--- config.mk ---
export PLATFORM = sky130hd
export DESIGN_NAME = dithered_column_page_rasterizer
export DESIGN_NICKNAME = d
export VERILOG_FILES = /design/src/hw/rtl/dcpr_pkg.sv /design/src/hw/rtl/dithered_column_page_rasterizer.sv /design/src/hw/rtl/dcpr_ctrl.sv /design/src/hw/rtl/dcpr_datapath.sv
export SDC_FILE = /design/constraint.sdc
export NUM_CORES = 1
export LEC_CHECK = 0
export BUFFER_PORTS_ARGS = -buffer_cell sky130_fd_sc_hd__buf_2
export CORE_ASPECT_RATIO = 0.9
export CORE_MARGIN = 2
export CORE_UTILIZATION = 50
export DETAILED_ROUTE_END_ITERATION = 7
export GPL_ROUTABILITY_DRIVEN = 0
export PLACE_DENSITY_LB_ADDON = 0.25
export SLEW_MARGIN = 25
export SYNTH_ARGS = -nofsm -noshare
export SYNTH_HDL_FRONTEND = slang
export SYNTH_HIERARCHICAL = 1
export SYNTH_SLANG_ARGS = --single-unit
--- constraint.sdc ---
create_clock -name clk -period 8.3 [get_ports clk]
set_input_delay 0.415 -clock clk [delete_from_list [all_inputs] [get_ports clk]]
set_output_delay 0.415 -clock clk [all_outputs]
set_load 0.02 [all_outputs]
--- src/hw/rtl/dcpr_pkg.sv ---
// shared types and constants for the dithered column page rasterizer
`timescale 1ns / 1ps

package dcpr_pkg;

  localparam int DEF_MAX_PAGES = 8;

  localparam int HEIGHT_W    = 12;
  localparam int BYTE_W      = 8;
  localparam int INDEX_W     = 3;
  localparam int SP_W        = 4;
  localparam int TABLE_W     = 64;
  localparam int CFG_DATA_W  = 64;
  localparam int CFG_INDEX_W = 1;
  localparam int Q5_W        = 13;
  localparam int ROW_W       = 8;
  localparam int ROT_W       = 3;
  localparam int LEVELS      = 8;

  localparam logic [CFG_INDEX_W-1:0] REG_SCREEN_PAGES = 1'd0;
  localparam logic [CFG_INDEX_W-1:0] REG_DITHER_TABLE = 1'd1;

  localparam logic [SP_W-1:0]  SP_RESET = 4'd8;
  localparam logic [ROT_W-1:0] ROT_STEP = 3'd5;
  localparam logic [Q5_W-1:0]  ROUND_HALF = 13'd16;

  typedef struct packed {
    logic load;
    logic prep;
    logic emit;
  } dcpr_cmd_t;

  typedef struct packed {
    logic last;
  } dcpr_stat_t;

endpackage

--- src/hw/rtl/dithered_column_page_rasterizer.sv ---
// order: the column is accepted, its span and dither are set up, then its page bytes
// are emitted, one page byte per cycle while the output is not stalled by out_ready
// the next column is taken only once the last page byte has been registered
// reset: synchronous active low; screen_pages returns to 8, dither table and
// rotation to zero, output valid drops
`timescale 1ns / 1ps

module dithered_column_page_rasterizer
  import dcpr_pkg::*;
#(
  parameter int MAX_PAGES = DEF_MAX_PAGES
) (
  input  logic                   clk,
  input  logic                   rst_n,
  input  logic                   cfg_we,
  input  logic [CFG_INDEX_W-1:0] cfg_index,
  input  logic [CFG_DATA_W-1:0]  cfg_data,
  input  logic                   in_valid,
  output logic                   in_ready,
  input  logic [HEIGHT_W-1:0]    in_column_height,
  output logic                   out_valid,
  input  logic                   out_ready,
  output logic [BYTE_W-1:0]      out_page_byte,
  output logic [INDEX_W-1:0]     out_page_index,
  output logic                   out_last_page
);

  dcpr_cmd_t  cmd;
  dcpr_stat_t stat;

  dcpr_ctrl u_ctrl (
    .clk       (clk),
    .rst_n     (rst_n),
    .in_valid  (in_valid),
    .in_ready  (in_ready),
    .out_valid (out_valid),
    .out_ready (out_ready),
    .stat      (stat),
    .cmd       (cmd)
  );

  dcpr_datapath #(
    .MAX_PAGES (MAX_PAGES)
  ) u_dp (
    .clk              (clk),
    .rst_n            (rst_n),
    .cfg_we           (cfg_we),
    .cfg_index        (cfg_index),
    .cfg_data         (cfg_data),
    .in_column_height (in_column_height),
    .cmd              (cmd),
    .stat             (stat),
    .out_page_byte    (out_page_byte),
    .out_page_index   (out_page_index),
    .out_last_page    (out_last_page)
  );

endmodule

--- src/hw/rtl/dcpr_ctrl.sv ---
// controller fsm: sequences accept, span setup and page emission
`timescale 1ns / 1ps

module dcpr_ctrl
  import dcpr_pkg::*;
(
  input  logic       clk,
  input  logic       rst_n,
  input  logic       in_valid,
  output logic       in_ready,
  output logic       out_valid,
  input  logic       out_ready,
  input  dcpr_stat_t stat,
  output dcpr_cmd_t  cmd
);

  localparam logic [1:0] S_IDLE = 2'd0;
  localparam logic [1:0] S_PREP = 2'd1;
  localparam logic [1:0] S_EMIT = 2'd2;

  logic [1:0] state_r, state_nxt;
  logic       out_valid_r, out_valid_nxt;
  logic       push;

  assign in_ready  = (state_r == S_IDLE);
  assign out_valid = out_valid_r;
  assign push      = (state_r == S_EMIT) && (!out_valid_r || out_ready);

  always_comb begin
    cmd.load = in_valid && in_ready;
    cmd.prep = (state_r == S_PREP);
    cmd.emit = push;
  end

  always_comb begin
    state_nxt = state_r;
    unique case (state_r)
      S_IDLE: begin
        if (in_valid) state_nxt = S_PREP;
      end
      S_PREP: state_nxt = S_EMIT;
      S_EMIT: begin
        if (push && stat.last) state_nxt = S_IDLE;
      end
      default: state_nxt = S_IDLE;
    endcase
  end

  always_comb begin
    if (push) out_valid_nxt = 1'b1;
    else if (out_ready) out_valid_nxt = 1'b0;
    else out_valid_nxt = out_valid_r;
  end

  always_ff @(posedge clk) begin
    if (!rst_n) begin
      state_r     <= S_IDLE;
      out_valid_r <= 1'b0;
    end else begin
      state_r     <= state_nxt;
      out_valid_r <= out_valid_nxt;
    end
  end

`ifndef SYNTHESIS
  a_load_to_prep: assert property (@(posedge clk) disable iff (!rst_n)
    (in_valid && in_ready) |=> (state_r == S_PREP))
    else $error("accepted transaction did not start span setup");

  a_prep_to_emit: assert property (@(posedge clk) disable iff (!rst_n)
    (state_r == S_PREP) |=> (state_r == S_EMIT))
    else $error("span setup not followed by page emission");

  a_no_extra_out: assert property (@(posedge clk) disable iff (!rst_n)
    ((state_r != S_EMIT) && out_ready) |=> !out_valid_r)
    else $error("output valid raised outside page emission");

  a_last_ends: assert property (@(posedge clk) disable iff (!rst_n)
    (push && stat.last) |=> (state_r == S_IDLE) && out_valid_r)
    else $error("last page did not return to idle");
`endif

endmodule

--- src/hw/rtl/dcpr_datapath.sv ---
// datapath: config registers, span and dither setup, page byte generation
`timescale 1ns / 1ps

module dcpr_datapath
  import dcpr_pkg::*;
#(
  parameter int MAX_PAGES = DEF_MAX_PAGES
) (
  input  logic                   clk,
  input  logic                   rst_n,
  input  logic                   cfg_we,
  input  logic [CFG_INDEX_W-1:0] cfg_index,
  input  logic [CFG_DATA_W-1:0]  cfg_data,
  input  logic [HEIGHT_W-1:0]    in_column_height,
  input  dcpr_cmd_t              cmd,
  output dcpr_stat_t             stat,
  output logic [BYTE_W-1:0]      out_page_byte,
  output logic [INDEX_W-1:0]     out_page_index,
  output logic                   out_last_page
);

  localparam int CW = $clog2(MAX_PAGES + 1);

  logic [SP_W-1:0]     sp_r;
  logic [TABLE_W-1:0]  table_r;
  logic [ROT_W-1:0]    rot_r;
  logic [HEIGHT_W-1:0] height_r;
  logic [CW-1:0]       pages_r;
  logic [CW-1:0]       page_r;
  logic [ROW_W-1:0]    y1_r, y2_r;
  logic [BYTE_W-1:0]   dith_r;
  logic [BYTE_W-1:0]   byte_r;
  logic [INDEX_W-1:0]  index_r;
  logic                last_r;

  logic [CW-1:0]        act_pages;
  logic [HEIGHT_W-1:0]  cap, clipped;
  logic [Q5_W-1:0]      y1q, y2q;
  logic [ROW_W-1:0]     y1, y2;
  logic [ROW_W-1:0]     n;
  logic [LEVELS-2:0]    ge;
  logic [ROT_W-1:0]     idx;
  logic [BYTE_W-1:0]    dsel;
  logic [2*BYTE_W-1:0]  d16;
  logic [BYTE_W-1:0]    lit;
  logic                 last;

  // clamp the page register to 1..MAX_PAGES
  always_comb begin
    if (sp_r == '0) act_pages = CW'(1);
    else if ({1'b0, sp_r} > (SP_W+1)'(MAX_PAGES)) act_pages = CW'(MAX_PAGES);
    else act_pages = CW'(sp_r);
  end

  // span in q.5: y1 = 16h - clipped, y2 = y1 + 2*clipped, rounded half up
  always_comb begin
    cap     = HEIGHT_W'({pages_r, 7'b0});
    clipped = (height_r <= cap) ? height_r : cap;
    y1q     = Q5_W'({pages_r, 7'b0}) - Q5_W'(clipped);
    y2q     = y1q + Q5_W'({clipped, 1'b0});
    y1      = ROW_W'((y1q + ROUND_HALF) >> 5);
    y2      = ROW_W'((y2q + ROUND_HALF) >> 5);
  end

  // dither level = min(7, floor((clipped/16) / pages)) as a count of thresholds
  always_comb begin
    n = ROW_W'(clipped >> 4);
    for (int k = 1; k < LEVELS; k++) begin
      ge[k-1] = (n >= ROW_W'((CW+3)'(k) * (CW+3)'(pages_r)));
    end
    idx  = ROT_W'($countones(ge));
    dsel = table_r[idx*BYTE_W +: BYTE_W];
    d16  = {dsel, dsel} >> rot_r;
  end

  always_comb begin
    for (int i = 0; i < BYTE_W; i++) begin
      lit[i] = (ROW_W'({page_r, 3'(i)}) >= y1_r) && (ROW_W'({page_r, 3'(i)}) < y2_r);
    end
    last = (CW'(page_r + 1'b1) == pages_r);
  end

  assign stat.last      = last;
  assign out_page_byte  = byte_r;
  assign out_page_index = index_r;
  assign out_last_page  = last_r;

  always_ff @(posedge clk) begin
    if (!rst_n) begin
      sp_r    <= SP_RESET;
      table_r <= '0;
      rot_r   <= '0;
    end else begin
      if (cfg_we) begin
        unique case (cfg_index)
          REG_SCREEN_PAGES: sp_r    <= cfg_data[SP_W-1:0];
          REG_DITHER_TABLE: table_r <= cfg_data[TABLE_W-1:0];
          default: ;
        endcase
      end
      if (cmd.prep) rot_r <= rot_r + ROT_STEP;
    end
  end

  always_ff @(posedge clk) begin
    if (cmd.load) begin
      height_r <= in_column_height;
      pages_r  <= act_pages;
    end
    if (cmd.prep) begin
      y1_r   <= y1;
      y2_r   <= y2;
      dith_r <= d16[BYTE_W-1:0];
      page_r <= '0;
    end
    if (cmd.emit) begin
      byte_r  <= lit & dith_r;
      index_r <= INDEX_W'(page_r);
      last_r  <= last;
      page_r  <= CW'(page_r + 1'b1);
    end
  end

endmodule
### After elaboration in Yosys (flattened, before gate mapping)

Index checks and enable logic that the tools add are counted.

| cells by class | value |
|---|---|
| reductions and logical operators | 21 |
| equal/unequal tests | 5 |
| bitwise gates (word level) | 2 |
| $mul | 4 |
| shift-type cells | 2 |
| $add $sub $neg | 12 |
| order comparisons | 25 |
| mux-type cells | 9 |

Operators with widths:

| cell | number |
|---|---|
| >= comparator 7 x 8 -> 1 bit | 8 |
| less-than comparator 7 x 8 -> 1 bit | 8 |
| variable part select 64 x 7 -> 8 bit | 1 |
| adder 13 x 5 -> 13 bit (second input constant) | 2 |
| >= comparator 8 x 7 -> 1 bit | 3 |
| >= comparator 8 x 6 -> 1 bit | 2 |
| right shift 16 x 3 -> 8 bit | 1 |
| multiplier 3 x 4 -> 7 bit (first input constant) | 2 |
| adder 13 bit | 1 |
| subtractor 11 x 12 -> 13 bit | 1 |
| less-or-equal comparator 12 x 11 -> 1 bit | 1 |
| multiplier 2 x 4 -> 6 bit (first input constant) | 2 |
| 2-to-1 mux 12 bit | 1 |
| 2-to-1 mux 4 bit | 3 |
| logical AND 1 bit | 11 |
| bitwise AND 8 bit | 1 |
| >= comparator 8 x 4 -> 1 bit | 1 |
| >= comparator 8 x 5 -> 1 bit | 1 |
| adder 1 x 1 -> 2 bit | 3 |
| adder 3 bit | 2 |
| one-hot mux 2 bit (3 select lines) | 1 |
| AND reduction 2 bit | 3 |
| adder 4 x 1 -> 4 bit (second input constant) | 1 |
| == test 4 bit | 1 |
| other kinds (15) | 19 |

| word-level totals | value |
|---|---|
| word-level logic and storage cells | 95 |
| bits of input ports | 82 |
| flip-flop bits (word level) | 130 |
| output and inout port bits | 14 |

### Depth between registers and ports, before layout

Gate-level depths: netlist of the first run.

| depth | value |
|---|---|
| depth after elaboration | 8 |
| depth in mapped cells | 23 |
| gate-level depth less buffers | 21 |

### Hierarchy

Netlist of the first run, hierarchy kept.

Modules (own cells, without submodules):

| module | seq. area each (µm²) | cells each | area each (µm²) | instances |
|---|---|---|---|---|
| dcpr_datapath | 3103.0 | 796 | 7980.2 | 1 |
| dcpr_ctrl | 60.1 | 16 | 146.4 | 1 |

### Worst setup path after synthesis of the first run

Ideal clock, no wire load.

| path | value |
|---|---|
| kind | register -> register |
| from | register u_dp.pages_r[2] |
| to | register u_dp.dith_r[2] (data pin) |
| arrival | 6.161 ns |
| stages on the path, launching flop included | 23 |
| library setup time | 0.276 ns |
| period minus slack after synthesis | 6.437 ns |
| setup slack | 1.863 ns |
| path buffers | 3 |
| data required time | 8.024 ns |
| cell sequence | edfxtp_1 -> inv_1 -> ha_1 -> o21a_1 -> o31ai_4 -> a22oi_1 -> buf_2 -> mux2i_1 -> inv_1 -> ha_1 -> o21ai_0 -> o211a_1 -> fa_1 -> fa_1 -> fa_1 -> fa_1 -> buf_2 -> buf_2 -> mux4_2 -> mux2i_1 -> mux2_2 -> mux2_2 -> mux2i_1 |

| between the ends | value |
|---|---|
| longest elaborated chain between the ends | 8 |
| elaborated cells between the ends (all ways) | 21 |
| classes of those cells | add/sub (6); mul (4); order compare (8); shift (2); mux (1) |

RTL lines:

| item | RTL line | text |
|---|---|---|
| start, declared | dcpr_datapath.sv:28 | `logic [CW-1:0] pages_r;` |
| start signal, assigned | dcpr_datapath.sv:108 | `pages_r <= act_pages;` |
| parallel branches: the longest is 5 deep, another holds >= comparator 8 x 6 -> 1 bit | -- |  |
| adder 3 bit (implied by the code) (*) | dcpr_datapath.sv:71 | `idx = ROT_W'($countones(ge));` |
| variable part select 64 x 7 -> 8 bit (*) | dcpr_datapath.sv:72 | `dsel = table_r[idx*BYTE_W +: BYTE_W];` |
| right shift 16 x 3 -> 8 bit (*) | dcpr_datapath.sv:73 | `d16 = {dsel, dsel} >> rot_r;` |
| via u_dp.d16[2] | dcpr_datapath.sv:44 | `logic [2*BYTE_W-1:0] d16;` |
| end signal, assigned | dcpr_datapath.sv:113 | `dith_r <= d16[BYTE_W-1:0];` |
| end, declared | dcpr_datapath.sv:31 | `logic [BYTE_W-1:0] dith_r;` |

Mark *: on every way through the listed nets, which the timed path passes.
A chain may end at the register's enable or synchronous reset.

### Worst setup path after layout of the first run

| path | value |
|---|---|
| from | register u_dp.pages_r[2] |
| to | register u_dp.dith_r[0] (data pin) |

Same word-level chain as after synthesis.

==> results_dict.tcl, run 1 <==
set metrics [dict create \
    route.final.wire_length_um 18060 \
    cp-start-kind "register" \
    grt_overflow_total 0 \
    final_util_pct 58.49 \
    finalSetupTns_ns 0 \
    fin_crit_sh_pct 88.38 \
    detailed_place_hpwl_um 13580 \
    min_period_ns 7.336 \
    initial_antenna_violation_count 0 \
    design.portCount 96 \
    die-height_um 124.9 \
    ys_seq_elements 130 \
    initial_utilization_pct 50.73 \
    drtPass1Iterations 5 \
    timing.max_cap.violations 0 \
    detailedPlace.worstSlack_ns 1.048 \
    yosys_most_used_dff "dfxtp_1" \
    clockRootBuffer "clkbuf_16" \
    syn-num-nets 984 \
    first_global_vias 5860 \
    synth_top_cells_by_area "edfxtp_1, dfxtp_1, ha_1" \
    worst_slew_margin_rel_pct 40.43 \
    crit_fanout 16 \
    die_area_sq_um 17290 \
    dr_total_vias 6100 \
    multiInputGateArea_sq_um 4696 \
    core_sq_um 16020 \
    timing.setup.critical_path_class "register to register" \
    route.detailed.drc 0 \
    timing_hold_violations_final 0 \
    gate_count_after_technology_mapping 812 \
    worst_skew_pair_later_pin_latency_ns 0.42 \
    timing.reg2reg.setup_slack_ns 0.96 \
    fmax_mhz 136.3 \
    wl_per_cell_um 16.15 \
    cts.hold.buffers_added 0 \
    post_cts_resized 0 \
    n_fill_cell 1365 \
    cts-root-to-sink-buffers 2 \
    postLayoutSetupSlackWorst_ns 0.9643 \
    instances_no_fill 1118 \
    leakagePower_nw 3.902 \
    netlist.area_leader.share_pct 20.69 \
    synth_edf_count 56 \
    syn2layout_area_growth_pct 15.30 \
    syn_area_per_cell_sq_um 10.01 \
    detail_route.iter0.violations 344 \
    status "finished, final reports clean" \
    regArea_sq_um 3163 \
    holdCritPathClass "input port to register" \
    finalClockSkew_ns 0.01050 \
    cts_setup_buffers 0 \
    grt_pass1_wl_um 29400 \
    ant_nets 0 \
    timing.final.setup_violations 0 \
    n_antenna_cell 0 \
    rsz0062_at_grt "no" \
    dp.cells 1086 \
    synth.cell_area_sq_um 8127 \
    tritoncts_clock_tree "yes" \
    largest_net_degree_at_the_start_of_global_routing 74 \
    ys_seq_area_share_pct 38.92 \
    clock-sinks 130 \
    power-per-cell-area_nw_per_um2 258.1 \
    timing_worst_slew_pin_value_ns 0.8854 \
    nets 1070 \
    ys.warnings.count 6 \
    data_arrival_time_of_the_critical_path_ns 7.48 \
    die_width_um 138.4 \
    worst_vdd_drop_v 0.0001541 \
    num_rows 44 \
    ctsHtreeMaxLevel 4 \
    synth_top_area_cell "edfxtp_1" \
    cts.reportedPaths.clkPinSlew_ns 0.06 \
    cp.required_ns 8.44 \
    io_buffer_count 95 \
    cts_buffers 17 \
    tot_gr_track_use_pct 21.38 \
    ys_async_sr_fraction_pct 0 \
    slew_violations 0 \
    drt-vias-per-instance 5.456 \
    synthDistinctLibCells 65 \
    share_of_final_layout_standard_cells_stronger_than_drive_strength_1_pct 20.53 \
    worst_setup_path_end_kind "register" \
    holdWs_ns 0.1645 \
]
==> Yosys cell counts (all sizes together), types with 3 or more instances <==
cell    number
a211oi       7
a21boi      66
a21o        17
a21oi       27
and2         8
buf         10
clkbuf      24
dfxtp       74
edfxtp      56
fa          10
ha          80
inv         37
mux2        18
mux2i       22
mux4        16
nand2      151
nand2b      10
nand3        6
nand4        3
nor2        42
nor2b       16
nor3         9
nor3b        4
nor4         3
o21a         6
o21ai       18
o31ai        5
xnor2       21
xor2        12
==> power by group <==
group          leakage [nW]  switching, mW  internal [mW]
Sequential             1.13         0.0417          0.743
Combinational          2.48          0.473          0.418
Clock                 0.290          0.315          0.428
Total                  3.90          0.830           1.59
==> placed cells by master, fill, tap and decap left out, types with 21 or more instances in the layout <==
cell      netlist  routed
nand2_1       151     150
buf_2           4      94
ha_1           80      80
dfxtp_1        74      74
a21boi_0       66      66
edfxtp_1       56      56
nor2_1         42      42
inv_1          37      37
a21oi_1        27      27
mux2i_1        22      22
xnor2_1        21      21
==> final timing paths <==
kind	from	end	cells past startpoint
worst max-delay path	u_dp/pages_r[2]$_SDFFCE_PP0P_	u_dp/dith_r[0]$_DFFE_PP_	20
worst min-delay path	in_column_height[3]	u_dp/height_r[3]$_DFFE_PP_	1
worst max register to register	u_dp/pages_r[2]$_SDFFCE_PP0P_	u_dp/dith_r[0]$_DFFE_PP_	20
worst min register to register	u_dp/table_r[63]$_SDFFE_PN0P_	u_dp/table_r[63]$_SDFFE_PN0P_	2
==> state kept, by name (all words and copies together), names as in the netlist <==
signal and cells:
u_ctrl/out_valid 1, u_dp/out_page_byte 8, u_dp/rot_r 3, u_dp/y2_r 8, u_dp/dith_r 8, u_dp/sp_r 4
u_dp/out_last_page 1, u_dp/height_r 12, u_dp/pages_r 4, u_dp/y1_r 8, u_dp/out_page_index 3, u_dp/table_r 64
u_ctrl/state_r 2, u_dp/page_r 4
==> metrics by stage <==
stage	area [sq um]	power (mW)
2_1_floorplan	8127	1.481
3_3_place_gp	8771	1.663
3_5_place_dp	8776	1.685
4_1_cts	9366	2.436
5_1_grt	9370	2.565
6_report	9370	2.419
==> cell type report <==
class	count	area share (%)
multi-input cells	611	50.11
well taps	207	2.764
flip-flops and latches	130	33.76
clock inverters	15	1.763
repair buffers	101	5.582
inverters	37	1.482
clock buffers	17	4.540
==> cell families after synthesis <==
kind of cell    count (synthesis)  synth area share (%)
simple gates                  264                 14.75
fa+ha+maj                      90                 14.78
buf+inv                        71                 3.480
compound gates                168                 14.87
flops                         130                 38.92
xor+xnor                       33                 3.557
mux                            56                 9.638
==> metal layers <==
layer | share of wire (%) | global-route usage, % | wire length (um)
met4 | 2.4 | 7.743 | 433
met1 | 47 | 28.98 | 8513
met5 | 0 | 0 | 0
met3 | 4.7 | 4.558 | 853
met2 | 46 | 34.07 | 8260
==> critical path, cell delays in order (launching register included) <==
cell and delay [ns]:
edfxtp_1 0.69, inv_1 0.30, ha_1 0.38, o21a_1 0.20, o31ai_4 0.14, a22oi_1 0.19, buf_4 0.23, mux2i_1 0.32
inv_1 0.23, ha_1 0.32, o21ai_0 0.08, o211a_1 0.23, fa_1 0.51, fa_1 0.52, fa_1 0.45, fa_1 1.05
mux4_2 0.58, mux2i_1 0.18, mux2_2 0.20, mux2_2 0.16, mux2i_1 0.08
No activity file was read; power rests on OpenSTA's default activity.
==> run 2: changes to the inputs <==
==> constraint.sdc (replaced) <==
create_clock -name clk -period 6.55 [get_ports clk]
set_input_delay 0.3275 -clock clk [delete_from_list [all_inputs] [get_ports clk]]
set_output_delay 0.3275 -clock clk [all_outputs]
set_load 0.02 [all_outputs]
==> results_dict.tcl, run 2 (synthesis results as in run 1) <==
set metrics [dict create \
    drtPass1Iterations 5 \
    n_fill_cell 1375 \
    critical_path.endpoint "u_dp/dith_r[4]$_DFFE_PP_" \
    die-height_um 124.9 \
    min_period_ns 6.271 \
    power-per-cell-area_nw_per_um2 320.1 \
    holdWs_ns 0.08460 \
    fin_crit_sh_pct 95.74 \
    grt_overflow_total 0 \
    tritoncts_clock_tree "yes" \
    core_sq_um 16020 \
    postLayoutSetupSlackWorst_ns 0.2788 \
    cts-root-to-sink-buffers 2 \
    cp.required_ns 6.69 \
    fin_total_pwr_mw 3.034 \
    layout_top_registers "u_dp/table_r (64), u_dp/height_r (12)" \
    num_rows 44 \
    leakagePower_nw 3.961 \
    tot_gr_track_use_pct 21.92 \
    worst_skew_pair_later_pin_latency_ns 0.42 \
    cts_buffers 17 \
    regMostFlops "u_dp/table_r" \
    nets 1087 \
    detail_route.iter0.violations 335 \
    path_common_cell "fa_1" \
    largest_reg_flops 64 \
    holdCritPathClass "input port to register" \
    detailedPlace.worstSlack_ns 0.2018 \
    syn2layout_area_growth_pct 16.61 \
    largest_net_degree_at_the_start_of_global_routing 74 \
    n_antenna_cell 0 \
    critical_path.top_delay_family "adder cells" \
    worst_r2r_path_depth 21 \
    worst_setup_path_end_kind "register" \
    slew_violations 0 \
    critical_path_cell_count 21 \
    detailed_place_hpwl_um 13810 \
    fmax_mhz 159.5 \
    dr_total_vias 6156 \
    regArea_sq_um 3163 \
    timing_worst_slew_pin_value_ns 0.6772 \
    data_arrival_time_of_the_critical_path_ns 6.41 \
    io_buffer_count 95 \
    layout.cells.most_common "nand2_1" \
    worst_vdd_drop_v 0.0002175 \
    timing.max_cap.violations 0 \
    clock-sinks 130 \
    die_width_um 138.4 \
    initial_utilization_pct 50.73 \
    cp_slowest_stage_delay_ns 0.65 \
    timing.setup.critical_path_class "register to register" \
    status "finished, final reports clean" \
    route.detailed.drc 0 \
    worst_setup_path_startpoint "u_dp/height_r[8]$_DFFE_PP_" \
    cts.hold.buffers_added 0 \
    route.final.wire_length_um 18430 \
    worstHoldStart "in_column_height[6]" \
    initial_antenna_violation_count 0 \
    timing_hold_violations_final 0 \
    share_of_final_layout_standard_cells_stronger_than_drive_strength_1_pct 22.20 \
    grt_pass1_wl_um 30170 \
    rsz0062_at_grt "no" \
    timing.reg2reg.setup_slack_ns 0.28 \
    final_util_pct 59.15 \
    finalSetupTns_ns 0 \
    timing.final.setup_violations 0 \
    clockRootBuffer "clkbuf_16" \
    design.portCount 96 \
    cts.reportedPaths.clkPinSlew_ns 0.06 \
    rr_endpoint "u_dp/dith_r[4]$_DFFE_PP_" \
    first_global_vias 5994 \
    worst_slew_margin_rel_pct 54.44 \
    multiInputGateArea_sq_um 4698 \
    wl_per_cell_um 16.24 \
    critPathBufInv 2 \
    crit_chain "ha_1, nor2b_1, o31a_2, nor2_1, nand2_1, inv_1, ha_1, a21o_1, a21o_1, a21oi_1, and3_1, fa_1, fa_1, fa_1, fa_2, buf_4, mux4_2, mux2i_1, mux2_2, mux2_2, mux2i_1" \
    ant_nets 0 \
    cp-start-kind "register" \
    die_area_sq_um 17290 \
    crit_fanout 11 \
    ctsHtreeMaxLevel 4 \
    finalClockSkew_ns 0.008122 \
    layout.cells.most_common_list "nand2_1, buf_2, ha_1, dfxtp_1, a21boi_0" \
    rr_startpoint "u_dp/height_r[8]$_DFFE_PP_" \
    cpMaxStageDelayCell "fa_2" \
    drt-vias-per-instance 5.424 \
]
[run 2: changes by cell type in the layout (fill, tap and decap cells not counted), sizes merged]
cell and change:
buf +17, clkbuf +2, clkinvlp +1, inv -3
[run 2: worst min path at each step]
stage	cells past startpoint	end	slack, ns
floorplan	0	u_dp/height_r[0]$_DFFE_PP_	0.43
global placement	2	u_dp/table_r[36]$_SDFFE_PN0P_	0.45
detailed placement	2	u_dp/table_r[36]$_SDFFE_PN0P_	0.46
CTS	1	u_dp/height_r[6]$_DFFE_PP_	0.07
global route	1	u_dp/height_r[6]$_DFFE_PP_	0.07
finish	1	u_dp/height_r[6]$_DFFE_PP_	0.08
[run 2: area by class of cell]
type / instances / area share (%)
clock buffers: 19 / 4.674
clock inverters: 13 / 1.307
multi-input cells: 611 / 49.58
flip-flops and latches: 130 / 33.38
inverters: 37 / 1.466
well taps: 207 / 2.733
repair buffers: 118 / 6.866
[run 2: metrics by stage]
| stage | area, sq um | cells |
|---|---|---|
| finish | 9477 | 1135 |
| detailed placement | 8884 | 1101 |
| global route | 9477 | 1135 |
| CTS | 9450 | 1133 |
| global placement | 8884 | 1101 |
| floorplan | 8127 | 812 |
[run 2: routing by layer]
metal | track usage, % | wire length (um) | vias up
li1 | - | - | 3088
met4 | 7.023 | 407 | 0
met5 | 0 | 0 | -
met1 | 29.27 | 8580 | 2882
met3 | 4.366 | 810 | 27
met2 | 36.14 | 8632 | 159
[run 2: where the power goes]
group | switching, mW | internal (mW) | total (mW)
clock | 0.375 | 0.538 | 0.913
sequential | 0.0492 | 0.942 | 0.991
combinational | 0.584 | 0.546 | 1.13
[run 2: repair_timing]
item                                    in CTS  in global routing
endpoints found under the setup margin       0                  8
resized for setup                            0                  3
setup buffers                                0                  2
==> run 3: changes to the inputs <==
--- a/config.mk
+++ b/config.mk
@@ -6,9 +6,12 @@
 export NUM_CORES = 1
 export LEC_CHECK = 0
 export BUFFER_PORTS_ARGS = -buffer_cell sky130_fd_sc_hd__buf_2
+export CELL_PAD_IN_SITES_DETAIL_PLACEMENT = 1
+export CELL_PAD_IN_SITES_GLOBAL_PLACEMENT = 2
 export CORE_ASPECT_RATIO = 0.9
 export CORE_MARGIN = 2
-export CORE_UTILIZATION = 50
+export CORE_UTILIZATION = 35
+export CTS_BUF_LIST = sky130_fd_sc_hd__clkbuf_4 sky130_fd_sc_hd__clkbuf_8
 export DETAILED_ROUTE_END_ITERATION = 7
 export GPL_ROUTABILITY_DRIVEN = 0
 export PLACE_DENSITY_LB_ADDON = 0.25
==> results_dict.tcl, run 3 (synthesis results as in run 1) <==
set metrics [dict create \
    status "finished, final reports clean" \
    worst_hold_path.endpoint "u_dp/height_r[4]$_DFFE_PP_" \
    ctsHtreeMaxLevel 4 \
    grt_overflow_total 0 \
    worst_setup_path_startpoint "u_dp/height_r[8]$_DFFE_PP_" \
    power.combinational.fraction_pct 40.5 \
    crit_chain "ha_1, nor2b_1, o31ai_4, buf_4, nand3_1, ha_1, nand2b_1, a21o_1, a21o_1, a21oi_1, and3_1, fa_1, fa_1, fa_1, fa_1, buf_4, mux4_2, mux2i_1, mux2_2, mux2_2, mux2i_1" \
    worstHoldStart "in_column_height[4]" \
    layout.cells.most_common "nand2_1" \
    finalClockSkew_ns 0.02114 \
    timing.final.setup_violations 0 \
    critical_path.top_delay_family "adder cells" \
    first_global_vias 6437 \
    rsz0062_at_grt "no" \
    met1_usage_pct 27.51 \
    share_of_final_layout_standard_cells_stronger_than_drive_strength_1_pct 22.56 \
    cp_slowest_stage_delay_ns 0.53 \
    timing_hold_violations_final 0 \
    worst_r2r_path_depth 21 \
    n_antenna_cell 0 \
    finalSetupTns_ns 0 \
    nets 1090 \
    critPathBufInv 2 \
    cp.required_ns 6.74 \
    rr_startpoint "u_dp/height_r[8]$_DFFE_PP_" \
    timing.setup.critical_path_class "register to register" \
    cts.hold.buffers_added 0 \
    initial_utilization_pct 35.89 \
    slew_violations 0 \
    holdCritPathClass "input port to register" \
    tot_gr_track_use_pct 18.80 \
    largest_reg_flops 64 \
    power-per-cell-area_nw_per_um2 297.6 \
    detailed_place_hpwl_um 16910 \
    fmax_mhz 160.8 \
    clockRootBuffer "clkbuf_8" \
    fin_crit_sh_pct 94.95 \
    die_area_sq_um 24460 \
    data_arrival_time_of_the_critical_path_ns 6.41 \
    crit_fanout 15 \
    p_switching_mw 1.007 \
    route.final.wire_length_um 21730 \
    num_rows 52 \
    io_buffer_count 95 \
    cpMaxStageDelayCell "fa_1" \
    core_sq_um 22640 \
    clock_power_share_pct 24.2 \
    tritoncts_clock_tree "yes" \
    layout_top_registers "u_dp/table_r (64), u_dp/height_r (12)" \
    ant_nets 0 \
    postLayoutSetupSlackWorst_ns 0.3307 \
    design.portCount 96 \
    min_period_ns 6.219 \
    timing.max_cap.violations 0 \
    regMostFlops "u_dp/table_r" \
    worst_vdd_drop_v 0.0001682 \
    timing.reg2reg.setup_slack_ns 0.33 \
    route.detailed.drc 0 \
    drtPass1Iterations 4 \
    syn2layout_area_growth_pct 16.14 \
    cts.reportedPaths.clkPinSlew_ns 0.08 \
    worst_skew_pair_later_pin_latency_ns 0.46 \
    wl_per_cell_um 17.70 \
    use_met2_pct 29.14 \
    die_width_um 164.6 \
    path_common_cell "fa_1" \
    timing_worst_slew_pin_value_ns 0.6891 \
    initial_antenna_violation_count 1 \
    intPower_mw 1.802 \
    hold_path_depth 1 \
    swShare_pct 35.84 \
    largest_net_degree_at_the_start_of_global_routing 74 \
    leakagePower_nw 3.896 \
    drt-vias-per-instance 5.054 \
    share_seq_of_total_power_pct 35.2 \
    layout.cells.most_common_list "nand2_1, buf_2, ha_1, dfxtp_1, a21boi_0" \
    worst_setup_path_end_kind "register" \
    detail_route.iter0.violations 255 \
    grt_pass1_wl_um 34940 \
    globalRouteMet3Util_pct 3.318 \
    detailedPlace.worstSlack_ns -0.06971 \
    top_usage_layer "met2" \
    cts-root-to-sink-buffers 2 \
    die-height_um 148.6 \
    dr_total_vias 6206 \
    cts_buffers 17 \
    rr_endpoint "u_dp/dith_r[3]$_DFFE_PP_" \
    cp-start-kind "register" \
    worst_slew_margin_rel_pct 54.06 \
    clock-sinks 130 \
]
run 3: worst max-delay path by stage:
stage / endpoint / slack [ns] / cells after the start
after floorplan: u_dp/dith_r[2]$_DFFE_PP_ / 0.11 / 22
after global placement: u_dp/dith_r[3]$_DFFE_PP_ / 0.29 / 19
after detailed placement: u_dp/dith_r[3]$_DFFE_PP_ / -0.07 / 19
after CTS: u_dp/dith_r[3]$_DFFE_PP_ / 0.18 / 20
after global routing: u_dp/dith_r[1]$_DFFE_PP_ / 0.03 / 22
final: u_dp/dith_r[3]$_DFFE_PP_ / 0.33 / 21
run 3: through the flow:
| step | instance area [sq um] | hold slack, ns | util, % | power [mW] | cells |
|---|---|---|---|---|---|
| detailed placement | 9020 | 0.4590 | 39.84 | 2.148 | 1194 |
| CTS | 9410 | 0.008813 | 41.56 | 2.844 | 1226 |
| global placement | 9019 | 0.4569 | 39.83 | 2.117 | 1194 |
| floorplan | 8127 | 0.4264 | - | 1.877 | 812 |
| finish | 9438 | 0.04966 | 41.68 | 2.809 | 1228 |
| global route | 9438 | 0.01006 | 41.68 | 3.014 | 1228 |
run 3: final cells by class:
type	instances	area, sq um
well taps	297	371.6
inverters	37	138.9
clock buffers	18	241.5
multi-input cells	611	4708
fillers	2622	13200
flip-flops and latches	130	3163
clock inverters	14	143.9
repair buffers	121	670.6
run 3: metal layers:
metal	wire length (um)	up-vias
met1	11360	3003
met4	177	0
met2	9546	107
met5	0	-
li1	-	3081
met3	647	15
run 3: power by group through the flow:
stage               combinational (mW)  clock, mW  sequential, mW
floorplan                        0.882          0           0.995
global placement                  1.11          0            1.01
detailed placement                1.14          0            1.01
CTS                               1.15      0.704           0.989
global route                      1.27      0.742           0.998
finish                            1.14      0.681           0.989
run 3: repair_timing:
| item | 4_1_cts | 5_1_grt |
|---|---|---|
| setup endpoints to repair | 8 | 8 |
| pin swaps | 0 | 1 |
| gates cloned | 0 | 0 |
| buffers inserted | 0 | 2 |
| gates resized for setup | 1 | 4 |
